### src/nfcdf_pkg.sv
`timescale 1ns / 1ps
// ----------------------------------------------------------------------------
// nfcdf_pkg
// shared widths, register indexes, status codes and reset values of the
// frame deframer
// ----------------------------------------------------------------------------
package nfcdf_pkg;

    localparam int BYTE_W   = 8;
    localparam int STATUS_W = 3;
    localparam int CFG_IDX_W = 1;

    typedef logic [BYTE_W-1:0]   byte_t;
    typedef logic [STATUS_W-1:0] status_t;
    typedef logic [CFG_IDX_W-1:0] cfg_idx_t;

    // configuration register indexes
    localparam cfg_idx_t REG_MAX_PAYLOAD = 1'd0;
    localparam cfg_idx_t REG_EXPECTED_ID = 1'd1;

    // frame status codes
    localparam status_t ST_OK        = 3'd0;
    localparam status_t ST_BAD_START = 3'd1;
    localparam status_t ST_BAD_LCS   = 3'd2;
    localparam status_t ST_TOO_LONG  = 3'd3;
    localparam status_t ST_BAD_TFI   = 3'd4;
    localparam status_t ST_ERR_FRAME = 3'd5;
    localparam status_t ST_BAD_DCS   = 3'd6;
    localparam status_t ST_BAD_POST  = 3'd7;

    // register reset values
    localparam byte_t MAX_PAYLOAD_RST = 8'd64;
    localparam byte_t EXPECTED_ID_RST = 8'hD5;

endpackage

### src/nfcdf_in_if.sv
`timescale 1ns / 1ps
// ----------------------------------------------------------------------------
// nfcdf_in_if
// received byte channel: start flag and byte with valid/ready
// ----------------------------------------------------------------------------
interface nfcdf_in_if;
    import nfcdf_pkg::*;

    logic  valid;
    logic  ready;
    logic  frame_start;
    byte_t rx_byte;

    modport source (output valid, output frame_start, output rx_byte, input ready);
    modport sink   (input valid, input frame_start, input rx_byte, output ready);
endinterface

### src/nfcdf_out_if.sv
`timescale 1ns / 1ps
// ----------------------------------------------------------------------------
// nfcdf_out_if
// result channel: payload bytes and frame status with valid/ready
// ----------------------------------------------------------------------------
interface nfcdf_out_if;
    import nfcdf_pkg::*;

    logic    valid;
    logic    ready;
    logic    result_kind;
    byte_t   payload_byte;
    byte_t   payload_index;
    status_t frame_status;
    byte_t   frame_length;
    byte_t   fault_code;
    logic    is_last;

    modport source (
        output valid, output result_kind, output payload_byte, output payload_index,
        output frame_status, output frame_length, output fault_code, output is_last,
        input ready
    );
    modport sink (
        input valid, input result_kind, input payload_byte, input payload_index,
        input frame_status, input frame_length, input fault_code, input is_last,
        output ready
    );
endinterface

### src/nfc_frame_deframer_core.sv
`timescale 1ns / 1ps
// path: an accepted byte passes the input register, then the result register
// throughput: one byte per cycle unless the result channel stalls, set by the
//   single-pass parser between the input register and the result register
// reset: rst_n asynchronous active low; parser waits for a frame start,
//   limits return to 64 bytes and identifier 0xd5
// ----------------------------------------------------------------------------
// nfc_frame_deframer_core
// byte-wise deframer for reader controller information frames
// ----------------------------------------------------------------------------
module nfc_frame_deframer_core (
    input  logic                clk,
    input  logic                rst_n,
    input  logic                cfg_write,
    input  nfcdf_pkg::cfg_idx_t cfg_index,
    input  nfcdf_pkg::byte_t    cfg_data,
    nfcdf_in_if.sink            item,
    nfcdf_out_if.source         result
);
    import nfcdf_pkg::*;

    // parser phases
    localparam logic [3:0] PH_WAIT   = 4'd0;
    localparam logic [3:0] PH_START1 = 4'd1;
    localparam logic [3:0] PH_START2 = 4'd2;
    localparam logic [3:0] PH_LEN    = 4'd3;
    localparam logic [3:0] PH_LCS    = 4'd4;
    localparam logic [3:0] PH_TFI    = 4'd5;
    localparam logic [3:0] PH_ECODE  = 4'd6;
    localparam logic [3:0] PH_EPOST  = 4'd7;
    localparam logic [3:0] PH_DATA   = 4'd8;
    localparam logic [3:0] PH_DCS    = 4'd9;
    localparam logic [3:0] PH_POST   = 4'd10;

    // byte values of the frame layout
    localparam byte_t PREAMBLE   = 8'h00;
    localparam byte_t START_HI   = 8'hFF;
    localparam byte_t POSTAMBLE  = 8'h00;
    localparam byte_t ERROR_TFI  = 8'h7F;

    // configuration registers
    byte_t max_payload_reg;
    byte_t expected_id_reg;

    always_ff @(posedge clk or negedge rst_n)
    begin
        if (!rst_n)
        begin
            max_payload_reg <= MAX_PAYLOAD_RST;
            expected_id_reg <= EXPECTED_ID_RST;
        end
        else if (cfg_write)
        begin
            case (cfg_index)
                REG_MAX_PAYLOAD: max_payload_reg <= cfg_data;
                REG_EXPECTED_ID: expected_id_reg <= cfg_data;
                default: ;
            endcase
        end
    end

    // input register stage: one transaction held until the parser takes it
    logic  in_valid_reg;
    logic  in_start_reg;
    byte_t in_byte_reg;

    // result register stage
    logic    out_valid_reg;
    logic    out_kind_reg;
    byte_t   out_byte_reg;
    byte_t   out_index_reg;
    status_t out_status_reg;
    byte_t   out_length_reg;
    byte_t   out_code_reg;
    logic    out_last_reg;

    // the parser consumes the held byte when the result slot is free or draining
    logic advance;
    assign advance    = in_valid_reg && (!out_valid_reg || result.ready);
    assign item.ready = !in_valid_reg || advance;

    always_ff @(posedge clk or negedge rst_n)
    begin
        if (!rst_n)
        begin
            in_valid_reg <= 1'b0;
        end
        else if (item.ready)
        begin
            in_valid_reg <= item.valid;
        end
    end

    always_ff @(posedge clk)
    begin
        if (item.ready && item.valid)
        begin
            in_start_reg <= item.frame_start;
            in_byte_reg  <= item.rx_byte;
        end
    end

    // parser state
    logic [3:0] phase_reg, phase_next;
    byte_t      length_reg, length_next;
    byte_t      count_reg, count_next;
    byte_t      sum_reg, sum_next;
    byte_t      code_reg, code_next;

    // combinational result of this byte
    logic    emit;
    logic    res_kind;
    byte_t   res_byte;
    byte_t   res_index;
    status_t res_status;
    byte_t   res_length;
    byte_t   res_code;

    // payload length after the identifier; zero length reads as empty
    byte_t payload_len;
    byte_t count_inc;
    assign payload_len = (length_reg == '0) ? '0 : length_reg - 8'd1;
    assign count_inc   = count_reg + 8'd1;

    always_comb
    begin
        phase_next  = phase_reg;
        length_next = length_reg;
        count_next  = count_reg;
        sum_next    = sum_reg;
        code_next   = code_reg;
        emit        = 1'b0;
        res_kind    = 1'b1;
        res_byte    = '0;
        res_index   = '0;
        res_status  = ST_OK;
        res_length  = '0;
        res_code    = '0;

        if (in_start_reg)
        begin
            // new frame: clear counters, this byte is the preamble
            length_next = '0;
            count_next  = '0;
            sum_next    = '0;
            code_next   = '0;
            if (in_byte_reg != PREAMBLE)
            begin
                emit       = 1'b1;
                res_status = ST_BAD_START;
                phase_next = PH_WAIT;
            end
            else
            begin
                phase_next = PH_START1;
            end
        end
        else
        begin
            case (phase_reg)
                PH_START1:
                begin
                    if (in_byte_reg != PREAMBLE)
                    begin
                        emit       = 1'b1;
                        res_status = ST_BAD_START;
                        phase_next = PH_WAIT;
                    end
                    else
                    begin
                        phase_next = PH_START2;
                    end
                end
                PH_START2:
                begin
                    if (in_byte_reg != START_HI)
                    begin
                        emit       = 1'b1;
                        res_status = ST_BAD_START;
                        phase_next = PH_WAIT;
                    end
                    else
                    begin
                        phase_next = PH_LEN;
                    end
                end
                PH_LEN:
                begin
                    length_next = in_byte_reg;
                    phase_next  = PH_LCS;
                end
                PH_LCS:
                begin
                    // length checksum first, then the payload limit
                    if (byte_t'(in_byte_reg + length_reg) != '0)
                    begin
                        emit       = 1'b1;
                        res_status = ST_BAD_LCS;
                        phase_next = PH_WAIT;
                    end
                    else if (payload_len > max_payload_reg)
                    begin
                        emit       = 1'b1;
                        res_status = ST_TOO_LONG;
                        phase_next = PH_WAIT;
                    end
                    else
                    begin
                        phase_next = PH_TFI;
                    end
                end
                PH_TFI:
                begin
                    if (in_byte_reg != expected_id_reg)
                    begin
                        if (in_byte_reg == ERROR_TFI)
                        begin
                            phase_next = PH_ECODE;
                        end
                        else
                        begin
                            emit       = 1'b1;
                            res_status = ST_BAD_TFI;
                            phase_next = PH_WAIT;
                        end
                    end
                    else
                    begin
                        // data checksum starts with the identifier
                        sum_next   = in_byte_reg;
                        count_next = '0;
                        phase_next = (payload_len == '0) ? PH_DCS : PH_DATA;
                    end
                end
                PH_ECODE:
                begin
                    code_next  = in_byte_reg;
                    phase_next = PH_EPOST;
                end
                PH_EPOST:
                begin
                    // error frame reported whatever the postamble holds
                    emit       = 1'b1;
                    res_status = ST_ERR_FRAME;
                    res_code   = code_reg;
                    phase_next = PH_WAIT;
                end
                PH_DATA:
                begin
                    emit       = 1'b1;
                    res_kind   = 1'b0;
                    res_byte   = in_byte_reg;
                    res_index  = count_reg;
                    sum_next   = sum_reg + in_byte_reg;
                    count_next = count_inc;
                    if (count_inc >= payload_len)
                    begin
                        phase_next = PH_DCS;
                    end
                end
                PH_DCS:
                begin
                    if (byte_t'(in_byte_reg + sum_reg) != '0)
                    begin
                        emit       = 1'b1;
                        res_status = ST_BAD_DCS;
                        phase_next = PH_WAIT;
                    end
                    else
                    begin
                        phase_next = PH_POST;
                    end
                end
                PH_POST:
                begin
                    emit       = 1'b1;
                    phase_next = PH_WAIT;
                    if (in_byte_reg != POSTAMBLE)
                    begin
                        res_status = ST_BAD_POST;
                    end
                    else
                    begin
                        res_status = ST_OK;
                        res_length = length_reg;
                    end
                end
                default:
                begin
                    // waiting and unused codes ignore the byte
                    phase_next = PH_WAIT;
                end
            endcase
        end
    end

    always_ff @(posedge clk or negedge rst_n)
    begin
        if (!rst_n)
        begin
            phase_reg  <= PH_WAIT;
            length_reg <= '0;
            count_reg  <= '0;
            sum_reg    <= '0;
            code_reg   <= '0;
        end
        else if (advance)
        begin
            phase_reg  <= phase_next;
            length_reg <= length_next;
            count_reg  <= count_next;
            sum_reg    <= sum_next;
            code_reg   <= code_next;
        end
    end

    // result register: loaded when a result is produced, cleared once taken
    always_ff @(posedge clk or negedge rst_n)
    begin
        if (!rst_n)
        begin
            out_valid_reg <= 1'b0;
        end
        else if (advance)
        begin
            out_valid_reg <= emit;
        end
        else if (result.ready)
        begin
            out_valid_reg <= 1'b0;
        end
    end

    always_ff @(posedge clk)
    begin
        if (advance && emit)
        begin
            out_kind_reg   <= res_kind;
            out_byte_reg   <= res_byte;
            out_index_reg  <= res_index;
            out_status_reg <= res_status;
            out_length_reg <= res_length;
            out_code_reg   <= res_code;
            out_last_reg   <= res_kind;
        end
    end

    assign result.valid         = out_valid_reg;
    assign result.result_kind   = out_kind_reg;
    assign result.payload_byte  = out_byte_reg;
    assign result.payload_index = out_index_reg;
    assign result.frame_status  = out_status_reg;
    assign result.frame_length  = out_length_reg;
    assign result.fault_code    = out_code_reg;
    assign result.is_last       = out_last_reg;

endmodule

### src/flat_wrapper.sv
// flat-port wrapper written by rule: the top's interface ports become plain ports
module nfc_frame_deframer_core_flat import nfcdf_pkg::*;
  (clk, rst_n, cfg_write, cfg_index, cfg_data, item_valid, item_frame_start, item_rx_byte, item_ready, result_valid, result_result_kind, result_payload_byte, result_payload_index, result_frame_status, result_frame_length, result_fault_code, result_is_last, result_ready);
  nfcdf_in_if item_i ();
  nfcdf_out_if result_i ();
  input  logic clk;
  input  logic rst_n;
  input  logic cfg_write;
  input  nfcdf_pkg::cfg_idx_t cfg_index;
  input  nfcdf_pkg::byte_t cfg_data;
  input wire logic [$bits(item_i.valid)-1:0] item_valid;
  input wire logic [$bits(item_i.frame_start)-1:0] item_frame_start;
  input wire logic [$bits(item_i.rx_byte)-1:0] item_rx_byte;
  output wire logic [$bits(item_i.ready)-1:0] item_ready;
  output wire logic [$bits(result_i.valid)-1:0] result_valid;
  output wire logic [$bits(result_i.result_kind)-1:0] result_result_kind;
  output wire logic [$bits(result_i.payload_byte)-1:0] result_payload_byte;
  output wire logic [$bits(result_i.payload_index)-1:0] result_payload_index;
  output wire logic [$bits(result_i.frame_status)-1:0] result_frame_status;
  output wire logic [$bits(result_i.frame_length)-1:0] result_frame_length;
  output wire logic [$bits(result_i.fault_code)-1:0] result_fault_code;
  output wire logic [$bits(result_i.is_last)-1:0] result_is_last;
  input wire logic [$bits(result_i.ready)-1:0] result_ready;
  assign item_i.valid = item_valid;
  assign item_i.frame_start = item_frame_start;
  assign item_i.rx_byte = item_rx_byte;
  assign item_ready = item_i.ready;
  assign result_valid = result_i.valid;
  assign result_result_kind = result_i.result_kind;
  assign result_payload_byte = result_i.payload_byte;
  assign result_payload_index = result_i.payload_index;
  assign result_frame_status = result_i.frame_status;
  assign result_frame_length = result_i.frame_length;
  assign result_fault_code = result_i.fault_code;
  assign result_is_last = result_i.is_last;
  assign result_i.ready = result_ready;
  nfc_frame_deframer_core u_core (.clk(clk), .rst_n(rst_n), .cfg_write(cfg_write), .cfg_index(cfg_index), .cfg_data(cfg_data), .item(item_i), .result(result_i));
endmodule
### config.mk
export PLATFORM = sky130hd
export DESIGN_NAME = nfc_frame_deframer_core_flat
export DESIGN_NICKNAME = d
export VERILOG_FILES = /design/src/nfcdf_pkg.sv /design/src/nfcdf_in_if.sv /design/src/nfcdf_out_if.sv /design/src/nfc_frame_deframer_core.sv /design/src/flat_wrapper.sv
export SDC_FILE = /design/constraint.sdc
export NUM_CORES = 1
export LEC_CHECK = 0
export BUFFER_PORTS_ARGS = -buffer_cell sky130_fd_sc_hd__buf_2
export CORE_MARGIN = 10
export CORE_UTILIZATION = 53
export DETAILED_ROUTE_END_ITERATION = 7
export PLACE_DENSITY = 0.76
export RECOVER_POWER = 25
export SYNTH_ARGS = -nofsm -noshare
export SYNTH_HDL_FRONTEND = slang
export SYNTH_SLANG_ARGS = --single-unit
### constraint.sdc
create_clock -name clk -period 5.3 [get_ports clk]
set_input_delay 0.53 -clock clk [delete_from_list [all_inputs] [get_ports clk]]
set_output_delay 0.53 -clock clk [all_outputs]
set_load 0.02 [all_outputs]
==> impl_results.md, run 1 <==
- Hold/Removal Path Class: input port to flip-flop
- CP Data Required Time: 5.31 ns
- WL/cell: 16.76 µm
- Peak supply drop: 0.0001388 V
- Synth Cell Area: 0.005473 mm²
- Sequential share of the synthesized area: 0.4952
- CTS Buf Count: 9
- WP data arrival: 4.03 ns
- I/O pin cnt: 62
- Setup-failing EPs final: 0
- Top-count cell post-synth: nand2_1
- H-tree levels: 3
- Drt via density: 5.684
- Max Clock Freq: 0.2491 GHz
- Worst setup SP type: flip-flop
- Vias: 4212
- Number of max-cap violations: 1
- Area delta synth->final: 11.61%
- Multi-input gate area: 0.002626 mm²
- Clock Latency Late Sink: 0.36 ns
- CP Class: flip-flop to flip-flop
- Yosys cell types: 53
- Vias in the first global route: 3987
- Fin crit share: 0.7575
- Syn Area/Cell: 10.12 µm²
- Root buffer cell: clkbuf_8
- Violated checks: capacitance limit, slew limit
- Leading area contributor after synthesis: edfxtp_1
- Power Dens Cells: 307.9 mW/mm²
- Post-synth top area share: 0.2469
- DRC viols: 0
- Final Non-Filler Cells: 741
- Layout fillers: 873
- Rel. slew slack: -1.005
- Hold path cells: 1
- Initial antenna violation count: 0
- First-pass GRT wire length: 20090 µm
- Kind of end point of the critical path: flip-flop
- Total track usage: 0.1687
- Initial DRC count: 330
- Layout cells sized above 1: 0.1736
- Clk sink count: 99
- Skew final: 0.008334 ns
- Largest net degree at the start of global routing: 55
- Die W: 121.6 µm
- Leakage: 0.002562 µW
- TNS Setup: 0 ns
- Post-synth EDFFs: 45
- RR Startpoint: u_core.length_reg[5]$_DFFE_PN0P_
- Synth top cells by count: nand2_1, dfrtp_1, edfxtp_1, o21ai_0, nor2_1
- Register-to-register setup slack: 1.29 ns
- Worst-path clk slew: 0.09 ns
- RSZ-0062 raised after global routing: false
- Postcts setup bufs: 0
- Crit. Startpoint: u_core.length_reg[5]$_DFFE_PN0P_
- Final HPWL DP: 9234 µm
- Seq cells post-synth: 99
- Core Footprint: 0.01018 mm²
- CTS tree: yes
- Async S/R FF share, synth: 0.5455
- Routed Antenna Nets: 0
- Placer Congestion: 0.9188
- # rows: 37
- Nets@finish: 656
- DR pass1 iterations: 7
- Synthesized instance count: 541
- Post-Route WL: 12420 µm
- Chip height: 121.6 µm
- IO Port Bufs: 61
- Synth warn: 0
- Register Area: 0.002710 mm²
- Reg2reg end: u_core.result.frame_length[3]$_SDFFCE_PP0P_
- Leading register cell type out of synthesis: dfrtp_1
- CP Max Fanout: 36
- ANT cells: 0
- Die area: 0.01479 mm²
- Endpoint, Worst Hold: u_core.in_byte_reg[4]$_DFFE_PP_
- Placed cells: 725
- Outcome: complete, but fails checks
- Hold_buf cts: 0
- FF-to-FF path depth: 13
- CTS-repair resized insts: 0
- Clock period minus worst slack: 4.015 ns
- Clock buffer depth: 2
- Synth top area cells: edfxtp_1, dfrtp_1, ha_1
- Total grt overflow: 0
- Syn Nets: 597
- Worst slew pin tran: 3.008 ns
- Final Slew Violations: 55
- Initial Utilization: 0.5373
- Hold wc startpoint: item_rx_byte[4]
- Final Hold Fails: 0
## critical path: stages (launching register included)
cell	delay, ns
dfrtp_1	0.46
nor4_1	0.44
nor3b_1	0.48
or2_2	0.22
inv_1	0.05
ha_1	0.29
nand4_1	0.13
a21oi_1	0.15
o41ai_1	0.09
maj3_1	0.40
a21oi_1	0.16
a31oi_1	0.10
a211oi_4	0.27
buf_4	0.42
## cell families after synthesis
group           share of synthesized area
mux                               0.03155
simple gates                       0.1916
compound gates                     0.1310
buf+inv                           0.02721
flops                              0.4952
xor+xnor                          0.04161
fa+ha+maj                         0.08185
## per-layer routing
metal / track usage / wire, µm / vias to the layer above
met5: 0 / 0 / -
met4: 0.07973 / 368 / 0
met3: 0.03006 / 732 / 26
met2: 0.2561 / 5496 / 133
met1: 0.2299 / 5824 / 1989
li1: - / - / 2064
## through the flow
step	utilization	hold slack, ns	setup WS (ns)	power, µW	area, µm²
6_report	0.5998	0.3360	1.285	1881	6108
5_1_grt	0.5998	0.3165	1.031	1989	6108
4_1_cts	0.6001	0.3180	1.322	1887	6112
3_5_place_dp	0.5810	0.4659	1.351	1406	5917
3_3_place_gp	0.5810	0.4535	1.450	1390	5917
2_1_floorplan	-	0.2344	0.7077	1279	5478
## report_power, final
group | switching (µW) | internal [µW]
clock | 251 | 234
combinational | 262 | 196
sequential | 62.6 | 875
total | 576 | 1300
## worst max-delay path by stage
stage	slack, ns	endpoint	cells after the start
floorplan	0.71	u_core.result.fault_code[0]$_SDFFCE_PP0P_	12
detailed placement	1.35	u_core.result.payload_index[4]$_SDFFCE_PP0P_	13
global placement	1.45	u_core.result.payload_index[1]$_SDFFCE_PP0P_	13
global route	1.03	u_core.result.payload_index[0]$_SDFFCE_PP0P_	13
finish	1.29	u_core.result.frame_length[3]$_SDFFCE_PP0P_	13
CTS	1.32	u_core.result.frame_length[0]$_SDFFCE_PP0P_	13
## cell usage in the layout, fill, tap and decap left out, types with 3 or more instances in the layout
cell type	n
ha_1	31
nor2_1	33
o21ai_0	45
edfxtp_1	45
nand2_1	76
and2_1	27
mux2i_1	6
a21oi_1	19
buf_2	61
xor2_1	7
nor4_1	7
nand3_1	15
nor3_1	9
inv_1	22
a31oi_1	7
mux2_2	10
clkbuf_1	4
clkbuf_8	10
a21o_1	7
nor3b_1	4
o31ai_1	7
dfrtp_1	48
xnor2_1	19
dfstp_2	6
nor2b_1	7
nand4_1	10
a22oi_1	3
or2_2	7
or3_1	3
nand2b_1	10
## final cells by class
cell class | count | area share
multi-input combinational | 404 | 0.4299
tap | 136 | 0.02786
clock inverter | 3 | 0.007579
timing repair buffer | 64 | 0.05305
clock buffer | 13 | 0.02438
sequential | 99 | 0.4437
inverter | 22 | 0.01352
Note: power is estimated with default switching activity, not from simulation.
==> run 2, diff against run 1 <==
- CORE_UTILIZATION: 53 -> 59
- PLACE_DENSITY: 0.76 -> 0.8
- clock period: 5.3 -> 4 ns (I/O delays scaled with it)
==> run 2 against run 1 <==
  * The run now ends clean
  * Count of clock-buffer cells in the layout shrank 3
  * Sequential cell count is the same
  * Global-route usage grew 3.5 points
  * Via count grew 4.6%
  * Power grew 34%
  * Register-to-register slack lost 1.1 ns
  * Critical path depth grew 3
  * Worst hold slack lost 0.13 ns
  * Setup slack lost 1.1 ns
  * First-iteration DRC count grew 10%
  * Die area shrank 8.5%
  * Largest cell class unchanged
  * Highest routed layer unchanged
==> impl_results.md, run 2 (same netlist as run 1, synthesis figures left out) <==
- Initial DRC count: 364 (+10%)
- Total track usage: 0.2035 (+0.03480)
- Kind of end point of the critical path: flip-flop
- Outcome: complete, no violations
- Worst setup SP type: flip-flop
- Final Total Pwr: 2528 µW (+34%)
- Chip height: 116.3 µm (-4.4%)
- I/O pin cnt: 62 (unchanged)
- Rel. slew slack: 0.1416 (+1.147)
- Logic pwr share: 0.271 (+0.027)
- Initial antenna violation count: 0 (unchanged)
- Post-Route WL: 13590 µm (+9.4%)
- Layout cells sized above 1: 0.1977 (+0.02418)
- Total grt overflow: 0 (unchanged)
- Initial Utilization: 0.5979 (+0.06060)
- CP Class: flip-flop to flip-flop
- Final Hold Fails: 0 (unchanged)
- DRC viols: 0 (unchanged)
- Vias in the first global route: 4337 (+8.8%)
- Final Non-Filler Cells: 728 (-1.8%)
- Commonest cells after routing, fill and taps aside: nand2_1, buf_2, dfrtp_1
- Peak supply drop: 0.0002446 V (+76%)
- Clk pwr share: 0.241 (-0.017)
- IO Port Bufs: 61 (unchanged)
- Area delta synth->final: 14.08%
- CTS Buf Count: 9 (unchanged)
- Register-to-register setup slack: 0.22 ns (-1.07 ns)
- Root buffer cell: clkbuf_8
- Setup-failing EPs final: 0 (unchanged)
- Clock period minus worst slack: 3.784 ns (-0.2306 ns)
- Die area: 0.01353 mm² (-8.5%)
- Clock buffer depth: 2 (unchanged)
- WL/cell: 18.67 µm (+11%)
- Placed cells: 708 (-2.3%)
- Largest net degree at the start of global routing: 53 (-3.6%)
- Die W: 116.3 µm (-4.4%)
- TNS Setup: 0 ns (unchanged)
- Hold/Removal Path Class: input port to flip-flop
- Sw Ratio: 0.3334 (+0.02716)
- Post-route cell area: 0.006243 mm² (+2.2%)
- Post-DP Area: 0.005951 mm² (+0.57%)
- Worst-path clk slew: 0.10 ns (about the same)
- Skew final: 0.01377 ns (+0.005432 ns)
- Clock Latency Late Sink: 0.37 ns (about the same)
- Leakage: 0.002628 µW (+2.6%)
- Nets@finish: 668 (+1.8%)
- Number of max-cap violations: 0 (-1)
- ANT cells: 0 (unchanged)
- Sequential Power Share: 0.488 (-0.011)
- DR pass1 iterations: 6 (-1)
- Routed Antenna Nets: 0 (unchanged)
- Power Dens Cells: 405.0 mW/mm² (+32%)
- CTS tree: yes
- CP Data Required Time: 4.09 ns (-1.22 ns)
- WP data arrival: 3.87 ns (-0.16 ns)
- Final Slew Violations: 0 (-100%)
- Worst slew pin tran: 1.288 ns (-1.721 ns)
- Vias: 4404 (+4.6%)
- Fin crit share: 0.9461 (+0.1885)
- # rows: 35 (-5.4%)
- Max Clock Freq: 0.2642 GHz (+6.1%)
- Commonest non-fill, non-tap cell in the layout: nand2_1
- Clk sink count: 99 (unchanged)
- Drt via density: 6.049 (+6.4%)
- Switch Pwr: 842.9 µW (+46%)
- Placer Congestion: 0.9304 (+1.3%)
- Core Footprint: 0.009153 mm² (-10%)
- Int Pwr: 1685 µW (+29%)
- Final HPWL DP: 9856 µm (+6.7%)
- H-tree levels: 3 (unchanged)
- CP Max Fanout: 9 (-75%)
- First-pass GRT wire length: 21640 µm (+7.7%)
run 2: final timing paths:
| kind | startpoint | end | depth (start not counted) |
|---|---|---|---|
| min reg2reg | u_core.code_reg[7]$_DFFE_PN0P_ | u_core.code_reg[7]$_DFFE_PN0P_ | 2 |
| min in group asynchronous | rst_n | u_core.in_valid_reg$_DFFE_PN0N_ | 2 |
| max in group asynchronous | rst_n | u_core.length_reg[1]$_DFFE_PN0P_ | 3 |
| max reg2reg | u_core.length_reg[0]$_DFFE_PN0P_ | u_core.result.frame_status[0]$_DFFE_PP_ | 16 |
| min | item_rx_byte[2] | u_core.in_byte_reg[2]$_DFFE_PP_ | 1 |
| max | u_core.length_reg[0]$_DFFE_PN0P_ | u_core.result.frame_status[0]$_DFFE_PP_ | 16 |
run 2: worst max-delay path: stages (launching register included):
cell and delay (ns):
dfrtp_2 0.47, inv_1 0.10, ha_1 0.20, nor3b_4 0.24
xnor2_1 0.16, or2_2 0.15, inv_1 0.04, ha_1 0.30
a21oi_1 0.08, a21boi_0 0.31, o41ai_2 0.13, maj3_2 0.36
a21oi_2 0.16, a31oi_2 0.08, a211oi_4 0.33, buf_4 0.21
clkbuf_16 0.17
run 2: what timing repair did:
action / 4_1_cts / 5_1_grt
resized for setup: 0 / 16
setup endpoints to repair: 0 / 37
endpoints found under the hold margin: 2 / 0
setup buffers: 0 / 1
hold buffers: 1 / 0
run 2: layout make-up:
class	instances	area (µm²)
Clock inverter	6	50.05
Multi-Input combinational cell	404	2688
Tap cell	111	138.9
Clock buffer	10	127.6
Inverter	22	82.58
Sequential cell	99	2713
Fill cell	707	2909
Timing Repair Buffer	76	444.2
run 2: power by group through the flow:
stage	registers, µW	clock network (µW)	logic, µW
floorplan	1260	0	435
global placement	1240	0	603
detailed placement	1250	0	640
CTS	1230	616	648
global route	1250	659	766
finish	1230	608	686
run 2: routing by layer:
metal  up-vias  share of wire  track usage
li1       2086              -            -
met1      2073           0.41       0.2526
met2       201           0.48       0.3345
met3        44          0.077      0.04674
met4         0          0.034      0.08507
met5         -              0            0
run 2: stage by stage:
stage / util / worst slack (ns) / hold WS, ns
final: 0.6822 / 0.2157 / 0.2092
after global routing: 0.6822 / -0.005192 / 0.1869
after CTS: 0.6707 / 0.03605 / 0.1989
after detailed placement: 0.6502 / 0.06673 / 0.2000
after global placement: 0.6502 / 0.2837 / 0.1989
after floorplan: - / 0.006214 / 0.1044
